### config.mk
export PLATFORM = sky130hd
export DESIGN_NAME = plf_outq
export DESIGN_NICKNAME = d
export VERILOG_FILES = /design/src/rtl/core/palette_linear_fade_assert.svh /design/src/rtl/core/plf_pkg.sv /design/src/rtl/core/plf_outq.sv
export SDC_FILE = /design/constraint.sdc
export NUM_CORES = 1
export LEC_CHECK = 0
export BUFFER_PORTS_ARGS = -buffer_cell sky130_fd_sc_hd__buf_2
export CORE_AREA = 2 2 76 86
export CTS_BUF_LIST = sky130_fd_sc_hd__clkbuf_8 sky130_fd_sc_hd__clkbuf_16
export DETAILED_ROUTE_END_ITERATION = 16
export DIE_AREA = 0 0 78 88
export PLACE_DENSITY_LB_ADDON = 0.2
export SLEW_MARGIN = 5
export SYNTH_ARGS = -nofsm -noshare
export SYNTH_HDL_FRONTEND = slang
export SYNTH_SLANG_ARGS = --single-unit
export TNS_END_PERCENT = 100
### constraint.sdc
create_clock -name clk_i -period 2.5 [get_ports clk_i]
set_clock_uncertainty 0.15 [all_clocks]
set_input_delay 0.375 -clock clk_i [delete_from_list [all_inputs] [get_ports clk_i]]
set_output_delay 0.375 -clock clk_i [all_outputs]
set_load 0.005 [all_outputs]
### src/rtl/core/palette_linear_fade_assert.svh
// Assertion macros for the palette fade RTL.
`ifndef PALETTE_LINEAR_FADE_ASSERT_SVH
`define PALETTE_LINEAR_FADE_ASSERT_SVH

// Check a property on every rising clock edge outside reset.
`define PLF_ASSERT(lbl, prop, msg) \
  lbl: assert property (@(posedge clk_i) disable iff (!rst_ni) prop) else $error(msg);

// Check that a condition implies another in the same cycle.
`define PLF_ASSERT_IMPL(lbl, ante, cons, msg) \
  `PLF_ASSERT(lbl, (ante) |-> (cons), msg)

`endif

### src/rtl/core/plf_pkg.sv
package plf_pkg;

  localparam int ENTRIES    = 64;
  localparam int AW         = (ENTRIES > 1) ? $clog2(ENTRIES) : 1;
  localparam int CNT_W      = AW + 1;
  localparam int FRAC_BITS  = 8;
  localparam int CH_BITS    = 3;
  localparam int NUM_CH     = 3;
  localparam int MAG_W      = CH_BITS + FRAC_BITS;
  localparam int DC_W       = $clog2(MAG_W + 1);
  localparam int ACC_W      = 16;
  localparam int WORD_W     = NUM_CH * ACC_W;
  localparam int ROUND      = (1 << (FRAC_BITS - 1)) - 1;
  localparam int NF_W       = 15;
  localparam int PS_W       = 7;
  localparam int IDX_W      = 6;
  localparam int COLOR_W    = 12;
  localparam int CHAN_LSB0  = 1;
  localparam int CHAN_STEP  = 4;
  localparam int CMDQ_DEPTH = 4;
  localparam int CQ_AW      = $clog2(CMDQ_DEPTH);
  localparam int CQ_CW      = $clog2(CMDQ_DEPTH + 1);
  localparam int OUTQ_DEPTH = 4;
  localparam int OQ_AW      = $clog2(OUTQ_DEPTH);
  localparam int OQ_CW      = $clog2(OUTQ_DEPTH + 1);
  localparam int OQ_SW      = OQ_CW + 1;

  localparam logic OP_LOAD = 1'b0;
  localparam logic OP_STEP = 1'b1;

  localparam logic CFG_NUM_FRAMES   = 1'b0;
  localparam logic CFG_PALETTE_SIZE = 1'b1;

  typedef enum logic {
    CMD_LOAD,
    CMD_STEP
  } cmd_kind_e;

  typedef struct packed {
    cmd_kind_e          kind;
    logic [AW-1:0]      idx;
    logic [COLOR_W-1:0] start_color;
    logic [COLOR_W-1:0] end_color;
  } cmd_t;

  typedef struct packed {
    logic               active;
    logic [IDX_W-1:0]   out_index;
    logic [COLOR_W-1:0] color;
    logic               last;
  } result_t;

endpackage

### src/rtl/core/plf_outq.sv
module plf_outq (
  input  logic                        clk_i,
  input  logic                        rst_ni,
  input  logic                        push_i,
  input  plf_pkg::result_t            data_i,
  input  logic                        pop,
  output logic                        empty,
  output plf_pkg::result_t            data_o,
  output logic [plf_pkg::OQ_CW-1:0]   cnt_o
);

  plf_pkg::result_t             mem_q [plf_pkg::OUTQ_DEPTH];
  logic [plf_pkg::OQ_AW-1:0]    wr_ptr_q, rd_ptr_q;
  logic [plf_pkg::OQ_CW-1:0]    cnt_q;
  logic                         deq;

  assign empty  = (cnt_q == '0);
  assign deq    = pop && !empty;
  assign data_o = mem_q[rd_ptr_q];
  assign cnt_o  = cnt_q;

  always_ff @(posedge clk_i) begin
    if (push_i) begin
      mem_q[wr_ptr_q] <= data_i;
    end
  end

  always_ff @(posedge clk_i or negedge rst_ni) begin
    if (!rst_ni) begin
      wr_ptr_q <= '0;
      rd_ptr_q <= '0;
      cnt_q    <= '0;
    end else begin
      if (push_i) begin
        wr_ptr_q <= wr_ptr_q + plf_pkg::OQ_AW'(1);
      end
      if (deq) begin
        rd_ptr_q <= rd_ptr_q + plf_pkg::OQ_AW'(1);
      end
      if (push_i && !deq) begin
        cnt_q <= cnt_q + plf_pkg::OQ_CW'(1);
      end else if (deq && !push_i) begin
        cnt_q <= cnt_q - plf_pkg::OQ_CW'(1);
      end
    end
  end

endmodule

==> out/results.ini, run 1 <==
[route]
drc=0
dr_total_vias=1503
vias_per_cell=5.24
drtAntennaViolNets=0
drt_pass1_iterations=4
avgRoutedWirePerCell_um=17.7
drt_wl_total_um=5080
drtIter0Drc=76

[sta]
maxSlewViolCount=0
rsz0062_at_grt=false
setup_viol=0
layout_setup_ws_ns=0.227
fin_setup_tns_ns=0
tightest_slew_ns=0.535
min_period_over_period=0.909
fmax_ghz=0.440
hold_viol=0
slew_headroom=0.644
layout_min_cycle_time_ns=2.27

[grt]
busiest_layer=met2
grt_pass1_vias=1645
grt_util_met2=0.313
use_met3=0.0340
grt_usage=0.168
antenna_found_initial=0
grt_pass1_wl_um=8270
grt_max_degree=15
use_met1=0.188
overflow=0

[cts]
postCtsSetupBuffers=0
cts_tree=done
cts_buffers=9
insertion_delay_ns=0.34
cts_sinks=87
clk_pin_slew_ns=0.08
htreeDepth=3
cts_buffer_depth=2
root_buffer=clkbuf_8
holdBufCountCts=1
cts_resized=0

[yosys]
synth_cell_type_count=18
ys_ff_latch=87
synthArstFlopShare=0.0805
syn_area_mm2=0.00328
yosysMostFrequentCell=edfxtp_1
syn-num-nets=168
synth_largest_area_cell=edfxtp_1
synth_top_flop_cell=edfxtp_1
synthTopCellsByCount=edfxtp_1, mux4_2, dfrtp_1, ha_1
synthTopCellsByArea=edfxtp_1, mux4_2, dfrtp_1
synth_cells=138
ys_seq_area_frac=0.785
synth.avg_cell_area_um2=23.8
yosys_warnings=0
synth_edf_count=80
netlist.area_leader.share=0.732

[worst_hold_path]
hp-class=in -> reg
hold_depth=1

[worst_setup_path]
startpoint_type=register
critPathCaptureType=register
crit_arrival_ns=2.39
r2r_cells=8
cp_max_fo=4
critical_path_required_ns=2.61
crit_type=reg -> reg

[floorplanning]
initial_core_util=0.546
fp-row-count=30
die_w_um=78
coreArea_mm2=0.00601
io_pins=48
design.die.area_mm2=0.00686
die_y_um=88

[layout]
n_fill_cell=413
final_nets=232
layoutNonFillerInstCount=287
multi_input_comb_area_um2=657
syn2layout_area_growth_pct=20.7
final_cell_area_mm2=0.00396
drive_gt1_frac=0.430
antenna_cells=0
seq_area_mm2=0.00258

[power_and_ir_drop]
p_leak_nw=1.45
vdd_ir_drop_max_mv=0.549
power.density_mw_per_mm2=1140

[run]
max-cap-violations=0

[place]
gp_congestion=0.763
pre_cts_ws_ns=0.236
post_dp_cell_area_mm2=0.00369
port_buffers=47
dp.cells=270
dpl.hpwl_um=3500

[outcome]
status=complete, no violations

==> cell families (layout without fill, tap and decap cells) <==
| kind of cell | count (synthesis) | after routing | synth area share |
|---|---|---|---|
| XOR/XNOR | 6 | 6 | 0.0160 |
| adder cells (fa/ha/maj) | 6 | 6 | 0.0252 |
| AND/OR/NAND/NOR | 9 | 9 | 0.0145 |
| AO/OA/AOI/OAI | 1 | 1 | 0.00152 |
| flip-flops | 87 | 87 | 0.785 |
| multiplexers | 21 | 21 | 0.143 |
| buffers and inverters | 8 | 77 | 0.0145 |
==> worst paths after layout <==
kind,slack [ns],to,startpoint
worst max-delay path,0.23,cnt_o[2]$_DFFE_PN0P_,cnt_o[0]$_DFFE_PN0P_
max in group asynchronous,1.80,wr_ptr_q[1]$_DFFE_PN0P_,rst_ni
worst max register to register,0.23,cnt_o[2]$_DFFE_PN0P_,cnt_o[0]$_DFFE_PN0P_
worst min register to register,0.38,cnt_o[2]$_DFFE_PN0P_,cnt_o[2]$_DFFE_PN0P_
min in group asynchronous,0.24,wr_ptr_q[0]$_DFFE_PN0P_,rst_ni
worst min-delay path,0.1,mem_q[2][2]$_DFFE_PP_,data_i[2]
==> metrics by stage <==
step / power, mW / hold slack [ns] / utilization
4_1_cts: 4.59 / 0.0817 / 0.659
5_1_grt: 4.76 / 0.0867 / 0.659
3_5_place_dp: 3.38 / 0.0663 / 0.614
3_3_place_gp: 3.33 / 0.0602 / 0.614
6_report: 4.52 / 0.0957 / 0.659
2_1_floorplan: 2.85 / -0.0706 / -
==> cell usage in the layout, fill, tap and decap left out, drive strengths merged <==
master	netlist	routed
clkinv	0	2
bufinv	0	4
buf	4	56
and2	4	4
nor2	1	1
or3	1	1
xor2	3	3
mux4	20	20
ha	5	5
dlygate4sd3	0	1
nand2	2	2
o21ai	1	1
clkbuf	0	9
nand3	1	1
inv	4	5
dfrtp	7	7
edfxtp	80	80
fa	1	1
mux2	1	1
xnor2	3	3
==> final cells by class <==
class | instances | area share
inverters | 4 | 0.00379
multi-input cells | 43 | 0.166
flip-flops and latches | 87 | 0.651
well taps | 80 | 0.0253
clock inverters | 7 | 0.0344
repair buffers | 57 | 0.0885
clock buffers | 9 | 0.0313
==> flip-flops by register name, summed over array words and instances (netlist names) <==
signal and count:
cnt_o 3, mem_q 80, rd_ptr_q 2, wr_ptr_q 2
==> worst max-delay path, cell delays in order (launching register included) <==
cell and delay, ns:
dfrtp_1 0.43, or3_1 0.43, nand2_1 0.14, ha_1 0.20
inv_1 0.06, fa_1 0.37, xor2_1 0.15, nor2_1 0.12
xor2_1 0.15
==> per-layer routing <==
| layer | vias to the layer above | share of wire |
|---|---|---|
| li1 | 689 | - |
| met1 | 768 | 0.38 |
| met2 | 37 | 0.57 |
| met3 | 9 | 0.034 |
| met4 | 0 | 0.017 |
| met5 | - | 0 |
==> power by group <==
group	switching (mW)	internal, mW
Sequential	0.103	1.92
Clock	0.450	0.759
Combinational	0.600	0.688
(Power assumes the default switching activity.)
==> inputs of run 2 (changes only) <==
PLACE_DENSITY = 0.78   (was not set)
PLACE_DENSITY_LB_ADDON = not set   (was 0.2)
==> out/results.ini, run 2 (synthesis results as in run 1) <==
[cts]
cts_resized=0
htreeDepth=3
holdBufCountCts=1
postCtsSetupBuffers=0
cts_tree=done
cts_buffers=9
cts_buffer_depth=2
cts_sinks=87
clk_pin_slew_ns=0.07
root_buffer=clkbuf_8
insertion_delay_ns=0.33

[route]
avgRoutedWirePerCell_um=18.1
drc=0
drtAntennaViolNets=0
drt_wl_total_um=5130
vias_per_cell=5.35
drt_pass1_iterations=4
drtIter0Drc=75
dr_total_vias=1514

[worst_setup_path]
reg2reg_slack_ns=0.15
crit_arrival_ns=1.83
critical_path_required_ns=1.98
crit_end=data_o[6]
cp_max_fo=17
crit_type=reg -> out
rr_startpoint=cnt_o[0]$_DFFE_PN0P_
critPathCaptureType=primary output
startpoint_type=register
startpoint=rd_ptr_q[0]$_DFFE_PN0P_
r2r_end=cnt_o[2]$_DFFE_PN0P_
r2r_cells=8

[floorplanning]
initial_core_util=0.546
die_y_um=88
fp-row-count=30
io_pins=48
design.die.area_mm2=0.00686
die_w_um=78
coreArea_mm2=0.00601

[run]
max-cap-violations=0

[grt]
antenna_found_initial=0
grt_max_degree=21
grt_pass1_vias=1599
grt_usage=0.167
use_met3=0.0546
use_met1=0.210
grt_pass1_wl_um=8130
busiest_layer=met2
grt_util_met2=0.280
overflow=0

[layout]
n_fill_cell=451
layout_common_cells=edfxtp_1, buf_2, mux4_2
multi_input_comb_area_um2=657
final_common_cell=edfxtp_1
top_register=mem_q
antenna_cells=0
largest_register_ffs=80
seq_area_mm2=0.00258
drive_gt1_frac=0.404
final_cell_area_mm2=0.00380
final_nets=229
utilization=0.633
syn2layout_area_growth_pct=15.8

[outcome]
status=complete, no violations

[power_and_ir_drop]
p_leak_nw=1.39
vdd_ir_drop_max_mv=0.741
power.density_mw_per_mm2=1060

[sta]
hold_viol=0
layout_min_cycle_time_ns=2.35
holdWs_ns=0.102
rsz0062_at_grt=false
fmax_ghz=0.425
tightest_slew_ns=0.377
min_period_over_period=0.940
fin_setup_tns_ns=0
slew_headroom=0.749
maxSlewViolCount=0
setup_viol=0

[place]
dpl.hpwl_um=3380
post_dp_cell_area_mm2=0.00364
port_buffers=47
gp_congestion=0.715

[worst_hold_path]
hp-class=in -> reg

-- run 2: worst min path at each step --
stage,startpoint,endpoint,slack [ns],cells after the start
floorplan,rst_ni,cnt_o[0]$_DFFE_PN0P_,-0.07,0
global placement,rst_ni,wr_ptr_q[1]$_DFFE_PN0P_,0.06,1
detailed placement,rst_ni,cnt_o[0]$_DFFE_PN0P_,0.06,1
CTS,data_i[5],mem_q[0][5]$_DFFE_PP_,0.08,1
global route,data_i[0],mem_q[3][0]$_DFFE_PP_,0.08,1
finish,data_i[8],mem_q[3][8]$_DFFE_PP_,0.10,1
-- run 2: where the power goes --
part,internal (mW),total [mW],switching [mW]
Sequential,1.92,2.07,0.148
Combinational,0.657,1.21,0.556
Clock,0.336,0.745,0.409
Total,2.91,4.03,1.11
-- run 2: per-stage QoR --
step / power, mW / instances / setup slack [ns]
3_3_place_gp: 3.27 / 267 / 0.345
2_1_floorplan: 2.85 / 138 / 0.368
4_1_cts: 4.09 / 283 / 0.0937
6_report: 4.03 / 283 / 0.149
3_5_place_dp: 3.34 / 267 / 0.147
5_1_grt: 4.26 / 283 / 0.00704
-- run 2: layout make-up --
| type | count | share of cell area |
|---|---|---|
| sequential | 87 | 0.678 |
| multi-input combinational | 43 | 0.173 |
| timing repair buffer | 54 | 0.0797 |
| clock buffer | 9 | 0.0326 |
| tap | 80 | 0.0263 |
| clock inverter | 6 | 0.00626 |
| inverter | 4 | 0.00395 |
-- run 2: layer usage --
metal	vias to the layer above	wire, µm
li1	679	-
met1	772	2110
met2	61	2670
met3	2	340
met4	0	10
met5	-	0
-- run 2: critical path, stage by stage, from the launching register on --
cell and delay, ns:
dfrtp_1 0.57, buf_12 0.24, mux4_2 0.53, buf_2 0.14
