$ cat config.mk
export PLATFORM = sky130hd
export DESIGN_NAME = plf_front
export DESIGN_NICKNAME = d
export VERILOG_FILES = /design/src/rtl/core/palette_linear_fade_assert.svh /design/src/rtl/core/plf_pkg.sv /design/src/rtl/core/plf_front.sv
export SDC_FILE = /design/constraint.sdc
export NUM_CORES = 1
export LEC_CHECK = 0
export BUFFER_PORTS_ARGS = -buffer_cell sky130_fd_sc_hd__buf_4
export CORE_UTILIZATION = 56
export DETAILED_ROUTE_END_ITERATION = 6
export PLACE_DENSITY = 0.89
export SLEW_MARGIN = 15
export SYNTH_ARGS = -nofsm -noshare
export SYNTH_HDL_FRONTEND = slang
export SYNTH_SLANG_ARGS = --single-unit
$ cat constraint.sdc
create_clock -name clk_i -period 2.8 [get_ports clk_i]
set_clock_uncertainty 0.05 [all_clocks]
set_input_delay 0.56 -clock clk_i [delete_from_list [all_inputs] [get_ports clk_i]]
set_output_delay 0.56 -clock clk_i [all_outputs]
set_load 0.005 [all_outputs]
$ cat src/rtl/core/palette_linear_fade_assert.svh
// Assertion macros for the palette fade RTL.
`ifndef PALETTE_LINEAR_FADE_ASSERT_SVH
`define PALETTE_LINEAR_FADE_ASSERT_SVH

// Check a property on every rising clock edge outside reset.
`define PLF_ASSERT(lbl, prop, msg) \
  lbl: assert property (@(posedge clk_i) disable iff (!rst_ni) prop) else $error(msg);

// Check that a condition implies another in the same cycle.
`define PLF_ASSERT_IMPL(lbl, ante, cons, msg) \
  `PLF_ASSERT(lbl, (ante) |-> (cons), msg)

`endif

$ cat src/rtl/core/plf_pkg.sv
package plf_pkg;

  localparam int ENTRIES    = 64;
  localparam int AW         = (ENTRIES > 1) ? $clog2(ENTRIES) : 1;
  localparam int CNT_W      = AW + 1;
  localparam int FRAC_BITS  = 8;
  localparam int CH_BITS    = 3;
  localparam int NUM_CH     = 3;
  localparam int MAG_W      = CH_BITS + FRAC_BITS;
  localparam int DC_W       = $clog2(MAG_W + 1);
  localparam int ACC_W      = 16;
  localparam int WORD_W     = NUM_CH * ACC_W;
  localparam int ROUND      = (1 << (FRAC_BITS - 1)) - 1;
  localparam int NF_W       = 15;
  localparam int PS_W       = 7;
  localparam int IDX_W      = 6;
  localparam int COLOR_W    = 12;
  localparam int CHAN_LSB0  = 1;
  localparam int CHAN_STEP  = 4;
  localparam int CMDQ_DEPTH = 4;
  localparam int CQ_AW      = $clog2(CMDQ_DEPTH);
  localparam int CQ_CW      = $clog2(CMDQ_DEPTH + 1);
  localparam int OUTQ_DEPTH = 4;
  localparam int OQ_AW      = $clog2(OUTQ_DEPTH);
  localparam int OQ_CW      = $clog2(OUTQ_DEPTH + 1);
  localparam int OQ_SW      = OQ_CW + 1;

  localparam logic OP_LOAD = 1'b0;
  localparam logic OP_STEP = 1'b1;

  localparam logic CFG_NUM_FRAMES   = 1'b0;
  localparam logic CFG_PALETTE_SIZE = 1'b1;

  typedef enum logic {
    CMD_LOAD,
    CMD_STEP
  } cmd_kind_e;

  typedef struct packed {
    cmd_kind_e          kind;
    logic [AW-1:0]      idx;
    logic [COLOR_W-1:0] start_color;
    logic [COLOR_W-1:0] end_color;
  } cmd_t;

  typedef struct packed {
    logic               active;
    logic [IDX_W-1:0]   out_index;
    logic [COLOR_W-1:0] color;
    logic               last;
  } result_t;

endpackage

$ cat src/rtl/core/plf_front.sv
module plf_front (
  input  logic                           clk_i,
  input  logic                           rst_ni,
  input  logic                           push,
  output logic                           full,
  input  logic                           op_i,
  input  logic [plf_pkg::IDX_W-1:0]      entry_index_i,
  input  logic [plf_pkg::COLOR_W-1:0]    start_color_i,
  input  logic [plf_pkg::COLOR_W-1:0]    end_color_i,
  output logic                           cmd_valid_o,
  output plf_pkg::cmd_t                  cmd_o,
  input  logic                           cmd_pop_i
);

  plf_pkg::cmd_t                  mem_q [plf_pkg::CMDQ_DEPTH];
  logic [plf_pkg::CQ_AW-1:0]      wr_ptr_q, rd_ptr_q;
  logic [plf_pkg::CQ_CW-1:0]      cnt_q;
  logic                           accept, keep, enq, deq;
  plf_pkg::cmd_t                  cmd_in;

  assign full   = (cnt_q == plf_pkg::CQ_CW'(plf_pkg::CMDQ_DEPTH));
  assign accept = push && !full;

  // Drop loads whose index is not below ENTRIES (64).
  always_comb begin
    cmd_in             = '0;
    cmd_in.idx         = plf_pkg::AW'(entry_index_i);
    cmd_in.start_color = start_color_i;
    cmd_in.end_color   = end_color_i;
    if (op_i == plf_pkg::OP_STEP) begin
      cmd_in.kind = plf_pkg::CMD_STEP;
      keep        = 1'b1;
    end else begin
      cmd_in.kind = plf_pkg::CMD_LOAD;
      keep        = (32'(entry_index_i) < plf_pkg::ENTRIES);
    end
  end

  assign enq         = accept && keep;
  assign cmd_valid_o = (cnt_q != '0);
  assign deq         = cmd_pop_i && cmd_valid_o;
  assign cmd_o       = mem_q[rd_ptr_q];

  always_ff @(posedge clk_i) begin
    if (enq) begin
      mem_q[wr_ptr_q] <= cmd_in;
    end
  end

  always_ff @(posedge clk_i or negedge rst_ni) begin
    if (!rst_ni) begin
      wr_ptr_q <= '0;
      rd_ptr_q <= '0;
      cnt_q    <= '0;
    end else begin
      if (enq) begin
        wr_ptr_q <= wr_ptr_q + plf_pkg::CQ_AW'(1);
      end
      if (deq) begin
        rd_ptr_q <= rd_ptr_q + plf_pkg::CQ_AW'(1);
      end
      if (enq && !deq) begin
        cnt_q <= cnt_q + plf_pkg::CQ_CW'(1);
      end else if (deq && !enq) begin
        cnt_q <= cnt_q - plf_pkg::CQ_CW'(1);
      end
    end
  end

endmodule

==> metrics, run 1 <==
number of library cell types mapped by synthesis 21; power per cell area 1090 mW/mm^2; Routed Antenna Nets 0; Worst Max-Slew Pin Slew 0.498 ns; Hold Vio Cnt, Final 0; critical path class flop to output pin; Clk Latency, worst-skew pair 0.51 ns; max_slew headroom 66.8%; Worst Setup End Kind output pin; Final nets 327; I/O pin cnt 68; Critical-path top delay cell dfrtp_2; top_reg_cell synth edfxtp_1; height of the die 96.1 um; initial antenna violation count 0; flops & latches, synth 131; Syn Area/Cell 25.2 um^2; Seq/Total Area, Yosys 78.6%; area grow syn2layout 25.1%; Avg Vias per Cell 5.47; share of flip-flops with an asynchronous set or reset 5.34%; worst min-delay path class input pin to flop; CP max FO 13; syn nets 238; DR iter-0 viols 114; global-route wire length before repair 12.5 mm; Resize count post-CTS 0; overall power 6.78 mW; Crit path max-delay family flip-flops; synthesized cell area 0.00496 mm^2; GRT Resource Usage Total 20.4%; Max Cap Viol 0; Cells after Synth 197; RSZ-0062 raised after global routing no; CP peak stage delay 0.62 ns; clock sink count 131; minimum clock period 2.69 ns; Arrival @ worst endpoint 2.08 ns; CTS tree built; setup violators final 0; area leader, netlist edfxtp_1; largest net degree at the start of global routing 21; Worst-path clk slew 0.06 ns; full die area 0.00924 mm^2; Post-synth EDFFs 124; hpwl dp 5.25 mm; Initial Utilization 59.2%; VDD IR max 0.619 mV; synth top area cells edfxtp_1 (75%), mux4_2 (13%), dfrtp_1 (3.5%), mux4_1 (1.6%), ha_1 (1.3%); worst path cell trace buf_12 -> mux4_1 -> buf_4; CTS Buf Count 17; fraction of layout cells with a size suffix above 1 48.8%; Min Hold Slack 0.194 ns; Congestion Overflow GR 0; Synth top area share 75.1%; Pleak 2.21 nW; most common cell in the synthesized netlist edfxtp_1; ANT cells 0; port buffer count 67; core footprint 0.00838 mm^2; Wirelength per Cell 20.7 um; CTS root buffer clkbuf_8; setup tns final 0 ns; top cells by count, synth edfxtp_1 (124), mux4_2 (28), dfrtp_1 (7); FP Rows 33; status finished, final reports clean; Worst setup SP type flop; Worst Path Required 2.19 ns; die width 96.1 um; final slew viol count 0; Placer Congestion 0.697; H-tree depth 4; Final period util 96.1%; Post-route DRC 0; Worst Path Buf+Inv 2; number of global-route vias before repair 2337; yosys warns 0; final wirelength 8.35 mm; vias post-DR 2211; length of the first detailed-routing pass in iterations 4; clock buffer depth 2; fmax 372 MHz
[path summary, 6_finish.rpt]
check / from / endpoint / slack, ns / depth (start not counted)
min reg2reg: cnt_q[2] / cnt_q[2] / 0.44 / 1
max: rd_ptr_q[0] / cmd_o[30] / 0.11 / 3
min in group asynchronous: rst_ni / cnt_q[2] / 0.35 / 2
max in group asynchronous: rst_ni / rd_ptr_q[0] / 2.22 / 2
min: start_color_i[1] / mem_q[0][13] / 0.19 / 1
max reg2reg: cnt_q[0] / cnt_q[2] / 0.63 / 8
[placed cells by master, fill, tap and decap left out, drive strengths merged]
cell type | Yosys | final
mux2 | 2 | 2
ha | 5 | 5
nand3 | 1 | 1
clkinvlp | 0 | 3
nand2 | 1 | 1
xor2 | 2 | 2
edfxtp | 124 | 124
or3 | 1 | 1
nor3b | 1 | 1
dlygate4sd3 | 0 | 1
xnor2 | 4 | 4
inv | 3 | 6
mux4 | 31 | 31
clkinv | 0 | 6
buf | 8 | 77
nor2b | 1 | 1
and2 | 4 | 4
fa | 1 | 1
nor2 | 1 | 1
dfrtp | 7 | 7
clkbuf | 0 | 18
bufinv | 0 | 2
[power breakdown]
| group | total (mW) | switching, mW | internal [mW] |
|---|---|---|---|
| sequential | 2.79 | 0.188 | 2.60 |
| clock | 2.09 | 0.814 | 1.27 |
| combinational | 1.90 | 0.798 | 1.10 |
[metal layers]
metal	wire (um)	global-route usage [%]	up-vias
met3	352	6.48	9
met5	0	0	-
met4	103	10.6	0
met2	4410	32.2	62
li1	-	-	1010
met1	3490	25.7	1130
[state kept, by name, indices dropped and copies added, names as in the netlist]
register / cells
mem_q: 124
rd_ptr_q: 2
wr_ptr_q: 2
cnt_q: 3
[final cells by class]
| cell class | instances | area (um^2) |
|---|---|---|
| Inverter | 3 | 11.3 |
| Clock buffer | 18 | 418 |
| Tap cell | 105 | 131 |
| Timing Repair Buffer | 78 | 638 |
| Multi-Input combinational cell | 55 | 952 |
| Fill cell | 463 | 2180 |
| Clock inverter | 14 | 154 |
| Sequential cell | 131 | 3900 |
[kinds of logic after synthesis]
family                     share of synthesized area [%]
and+or+nand+nor                                     1.64
muxes                                               14.8
buffers and inverters                               2.19
xor gates and xnor gates                            1.06
adders and majority gates                           1.67
DFF                                                 78.6
[timing repair]
item	in CTS	in global routing
endpoints found under the hold margin	7	0
setup buffers	0	0
hold buffers	1	0
[stage by stage]
step / util, % / cell area (um^2) / instances / setup slack [ns]
6_report: 74.0 / 6200 / 404 / 0.110
5_1_grt: 74.0 / 6200 / 404 / 0.0165
4_1_cts: 74.0 / 6200 / 404 / 0.0680
3_5_place_dp: 67.1 / 5620 / 371 / 0.593
3_3_place_gp: 67.1 / 5620 / 371 / 0.616
2_1_floorplan: - / 4960 / 197 / 0.749
Power figures use the tool's default switching activity.
==> run 2, diff against run 1 <==
==> constraint.sdc (replaced) <==
create_clock -name clk_i -period 2.5 [get_ports clk_i]
set_clock_uncertainty 0.05 [all_clocks]
set_input_delay 0.5 -clock clk_i [delete_from_list [all_inputs] [get_ports clk_i]]
set_output_delay 0.5 -clock clk_i [all_outputs]
set_load 0.005 [all_outputs]
==> run 2 against run 1 <==
Sequential cell count is the same; combinational power grew 19%; hold slack lost 0.069 ns; register-to-register slack lost 0.33 ns; clock power grew 15%; final cell count shrank 0.50%; design area grew 0.73%; via count grew 3.7%; count of clock-buffer cells in the layout shrank 1; sequential share of layout area shrank 0.45 points; die area is the same.
==> metrics, run 2 (synthesis results as in run 1) <==
global-route wire length before repair 13.1 mm (+4.7%); Seq pwr share 40.1% (-1.1 points); max_slew headroom 66.0% (-0.81 points); Post-CTS Setup Bufs 0 (unchanged); height of the die 96.1 um (unchanged); Worst Setup End Kind output pin; Placer Congestion 0.708 (+1.7%); FP Rows 33 (unchanged); RSZ-0062 raised after global routing no; Initial Utilization 59.2% (unchanged); critical path class flop to output pin; core footprint 0.00838 mm^2 (unchanged); clock buffer depth 2 (unchanged); CTS tree built; ANT cells 0 (unchanged); FILL cells 456 (-1.5%); Arrival @ worst endpoint 1.90 ns (-0.18 ns); Max Cap Viol 0 (unchanged); Final nets 325 (-0.61%); switching share of power 27.3% (+0.77 points); CTS root buffer clkbuf_8; fraction of layout cells with a size suffix above 1 48.8% (about the same); Worst-path clk slew 0.06 ns (about the same); top flop regs mem_q x124, cnt_q x3; Final period util 97.8%; I/O pin cnt 68 (unchanged); Clk Latency, worst-skew pair 0.52 ns (about the same); VDD IR max 0.709 mV (+15%); Hold Path Stages 1 (unchanged); Worst setup SP type flop; Worst Path Required 1.95 ns (-0.24 ns); Congestion Overflow GR 0 (unchanged); clock sink count 131 (unchanged); overall power 7.77 mW (+15%); length of the first detailed-routing pass in iterations 4 (unchanged); Post-route DRC 0 (unchanged); Pleak 2.23 nW (+0.61%); Comb pwr share 29.1% (+1.1 points); minimum clock period 2.45 ns; R2R cell count 8 (unchanged); die width 96.1 um (unchanged); vias post-DR 2293 (+3.7%); Routed Antenna Nets 0 (unchanged); power per cell area 1240 mW/mm^2 (+14%); setup violators final 0 (unchanged); Min Hold Slack 0.125 ns (-0.0688 ns); port buffer count 67 (unchanged); Avg Vias per Cell 5.70 (+4.2%); Worst Max-Slew Pin Slew 0.510 ns (+0.0122 ns); number of global-route vias before repair 2428 (+3.9%); P_int 5.65 mW (+13%); largest net degree at the start of global routing 23 (+9.5%); full die area 0.00924 mm^2 (unchanged); Most flops, register mem_q; Wirelength per Cell 21.9 um (+5.8%); commonest non-fill, non-tap cell in the layout edfxtp_1; Clk network pwr share 30.9% (about the same); final wirelength 8.79 mm (+5.2%); most frequent cells in the layout edfxtp_1 (124), buf_4 (67), mux4_2 (28); DR iter-0 viols 146 (+28%); H-tree depth 4 (unchanged); worst min-delay path class input pin to flop; CP max FO 15 (+2); hpwl dp 5.10 mm (-2.8%); Largest register FFs 124 (unchanged); area grow syn2layout 26.0%; Hold Vio Cnt, Final 0 (unchanged); CTS Buf Count 17 (unchanged); initial antenna violation count 0 (unchanged); fmax 409 MHz; P_sw 2.12 mW (+18%); setup tns final 0 ns (unchanged); GRT Resource Usage Total 21.1% (+0.67 points); final slew viol count 0 (unchanged); status finished, final reports clean
run 2: cell types whose count changed in the layout (fill, tap and decap cells not counted), sizes merged:
cell	previous run	this run
clkinvlp	3	2
clkinv	6	4
inv	6	10
clkbuf	18	17
buf	77	75
run 2: critical path, stage by stage, from the launching register on:
cell     delay (ns)
dfrtp_1        0.66
buf_12         0.22
mux4_2         0.33
buf_4          0.15
run 2: layer usage:
metal	up-vias	share of wire (%)	global-route usage, %	wire length [um]
met2	75	53	35.0	4670
li1	1006	-	-	-
met3	15	6.1	7.42	536
met1	1197	40	25.7	3480
met5	-	0	0	0
met4	0	1.2	7.71	105
run 2: timing repair:
| item | 4_1_cts | 5_1_grt |
|---|---|---|
| gates resized for setup | 4 | 2 |
| hold buffers | 1 | 0 |
| endpoints found under the hold margin | 7 | 0 |
| gates cloned | 0 | 0 |
| setup endpoints to repair | 23 | 4 |
run 2: worst paths after layout:
path / startpoint / endpoint / slack [ns]
max: rd_ptr_q[1] / cmd_o[4] / 0.05
min: entry_index_i[2] / mem_q[0][26] / 0.12
max reg2reg: cnt_q[0] / cnt_q[2] / 0.30
min reg2reg: cnt_q[2] / cnt_q[2] / 0.46
max in group asynchronous: rst_ni / rd_ptr_q[0] / 1.98
min in group asynchronous: rst_ni / wr_ptr_q[0] / 0.28
run 2: power groups by stage:
stage / sequential [mW] / clock [mW] / combinational, mW
after detailed placement: 3.13 / 0 / 2.23
final: 3.11 / 2.40 / 2.26
after floorplan: 3.06 / 0 / 1.36
after global routing: 3.15 / 2.53 / 2.43
after global placement: 3.10 / 0 / 2.18
after CTS: 3.12 / 2.44 / 2.29
run 2: area by class of cell:
cell class	count	area, um^2	share of cell area (%)
timing repair buffer	76	673	10.8
sequential	131	3900	62.4
tap	105	131	2.10
clock inverter	15	168	2.68
multi-input combinational	55	952	15.2
clock buffer	17	414	6.63
inverter	3	11.3	0.180
run 2: through the flow:
stage,instance area (um^2),worst slack (ns),cells,util [%]
final,6250,0.0538,402,74.6
after global routing,6250,0.0117,402,74.6
after CTS,6240,0.00251,402,74.4
after detailed placement,5630,0.302,369,67.2
after global placement,5630,0.394,369,67.2
after floorplan,4960,0.449,197,-
==> run 3, diff against run 2 <==
--- a/config.mk
+++ b/config.mk
@@ -6,7 +6,9 @@
 export NUM_CORES = 1
 export LEC_CHECK = 0
 export BUFFER_PORTS_ARGS = -buffer_cell sky130_fd_sc_hd__buf_4
-export CORE_UTILIZATION = 56
+export CELL_PAD_IN_SITES_DETAIL_PLACEMENT = 1
+export CELL_PAD_IN_SITES_GLOBAL_PLACEMENT = 2
+export CORE_UTILIZATION = 44
 export DETAILED_ROUTE_END_ITERATION = 6
 export PLACE_DENSITY = 0.89
 export SLEW_MARGIN = 15
==> run 3 against run 2 <==
Via count is 1.2% lower; highest routed layer unchanged; global-route usage is 3.6 points lower; design area is 1.0% higher; setup slack better by 0.031 ns; utilization is 17 points lower; count of clock-buffer cells in the layout is 3 higher; critical path type unchanged; routed wire length is 3.5% higher.
==> metrics, run 3 (synthesis results as in run 1) <==
clock sink count 131 (unchanged); Worst-path clk slew 0.06 ns (about the same); Post-route DRC 0 (unchanged); final slew viol count 0 (unchanged); Pleak 2.25 nW (+1.0%); RSZ-0062 raised after global routing no; hpwl dp 5.72 mm (+12%); H-tree depth 4 (unchanged); Worst setup SP type flop; Routed Antenna Nets 0 (unchanged); Critical-path top delay cell mux4_2; placed cell area 0.00564 mm^2 (+0.18%); FP Rows 38 (+15%); CTS root buffer clkbuf_8; Max Cap Viol 0 (unchanged); final wirelength 9.10 mm (+3.5%); Congestion Overflow GR 0 (unchanged); setup ws final 0.0845 ns (+0.0307 ns); Hold Vio Cnt, Final 0 (unchanged); Worst Path Buf+Inv 2 (unchanged); Worst Path Required 1.95 ns (about the same); overall power 7.95 mW (+2.3%); height of the die 108 um (+13%); CTS Buf Count 17 (unchanged); Arrival @ worst endpoint 1.87 ns (-0.03 ns); Most flops, register mem_q; most frequent cells in the layout edfxtp_1 (124), buf_4 (73), mux4_2 (28); Initial Utilization 45.6% (-14 points); GRT Resource Usage Total 17.5% (-3.6 points); Placed Cells 406 (+10%); fin area 0.00631 mm^2 (+1.0%); top flop regs mem_q x124, cnt_q x3; vias post-DR 2265 (-1.2%); Worst Max-Slew Pin Slew 0.357 ns (-0.153 ns); Avg Vias per Cell 5.16 (-9.5%); full die area 0.0117 mm^2 (+27%); CP max FO 17 (+2); I/O pin cnt 68 (unchanged); Final period util 96.6% (-1.2 points); CTS tree built; critical path class flop to output pin; CP peak stage delay 0.57 ns (-0.09 ns); status finished, final reports clean; Worst Setup End Kind output pin; Placer Congestion 0.695 (-1.8%); DR iter-0 viols 100 (-32%); number of global-route vias before repair 2548 (+4.9%); VDD IR max 0.610 mV (-14%); max_slew headroom 76.1% (+10 points); die width 108 um (+13%); fmax 414 MHz (+1.3%); length of the first detailed-routing pass in iterations 4 (unchanged); Place WS 0.294 ns (-0.00869 ns); setup violators final 0 (unchanged); power per cell area 1260 mW/mm^2 (+1.3%); Final nets 327 (+0.62%); port buffer count 67 (unchanged); Wirelength per Cell 20.7 um (-5.3%); Clk Latency, worst-skew pair 0.51 ns (about the same); clock buffer depth 2 (unchanged); area grow syn2layout 27.3%; commonest non-fill, non-tap cell in the layout edfxtp_1; minimum clock period 2.42 ns (-0.0307 ns); worst path cell trace buf_12 -> mux4_2 -> buf_4; Crit path max-delay family multiplexers; initial antenna violation count 0 (unchanged); largest net degree at the start of global routing 32 (+39%); Largest register FFs 124 (unchanged); ANT cells 0 (unchanged); worst min-delay path class input pin to flop; core footprint 0.0109 mm^2 (+30%); fraction of layout cells with a size suffix above 1 47.5% (-1.3 points); global-route wire length before repair 13.9 mm (+6.7%); Final Non-Filler Cells 439 (+9.2%)
run 3: metal layers:
layer  up-vias  global-route usage (%)  wire [um]
li1       1001                       -          -
met5         -                       0          0
met3        13                    5.36        332
met1      1195                    21.3       3770
met4         0                    8.51        148
met2        56                    28.4       4850
run 3: layout make-up:
class                   count  area, um^2
fillers                   929        4570
flip-flops and latches    131        3900
multi-input cells          55         952
repair buffers             78         638
clock buffers              20         425
clock inverters            12         210
well taps                 140         175
inverters                   3        11.3
run 3: final timing paths:
kind                       slack, ns           start           to  depth (start not counted)
hold reg to reg                 0.47        cnt_q[2]     cnt_q[2]                          1
min in group asynchronous       0.27          rst_ni  rd_ptr_q[0]                          2
max in group asynchronous       1.99          rst_ni  rd_ptr_q[1]                          2
hold / removal                  0.13  end_color_i[3]  mem_q[1][3]                          1
setup reg to reg                0.29        cnt_q[0]     cnt_q[2]                          8
setup / recovery                0.08     rd_ptr_q[0]    cmd_o[29]                          3
run 3: what timing repair did:
item	in CTS	in global routing
cloned	0	0
resized for setup	0	6
endpoints found under the setup margin	19	31
buffers inserted	0	0
hold buffers	1	0
hold endpoints to repair	7	0
run 3: worst reg2reg max path: stages (launching register included):
cell     delay [ns]
dfrtp_1        0.46
or3_4          0.43
nand2_1        0.13
ha_1           0.21
inv_1          0.06
fa_1           0.37
xor2_1         0.15
nor2_1         0.11
xor2_1         0.17
run 3: power breakdown:
| group | total (mW) | leakage [nW] | internal [mW] | switching (mW) |
|---|---|---|---|---|
| Combinational | 2.23 | 0.726 | 1.24 | 0.987 |
| Clock | 2.64 | 0.309 | 1.81 | 0.834 |
| Sequential | 3.08 | 1.22 | 2.92 | 0.163 |
run 3: metrics by stage:
| step | hold WS [ns] | util (%) | TNS [ns] |
|---|---|---|---|
| after CTS | 0.102 | 57.8 | -0.446 |
| after global placement | 0.267 | 51.8 | 0 |
| after global routing | 0.108 | 58.0 | 0 |
| after detailed placement | 0.271 | 51.8 | 0 |
| after floorplan | 0.154 | - | 0 |
| final | 0.133 | 58.0 | 0 |
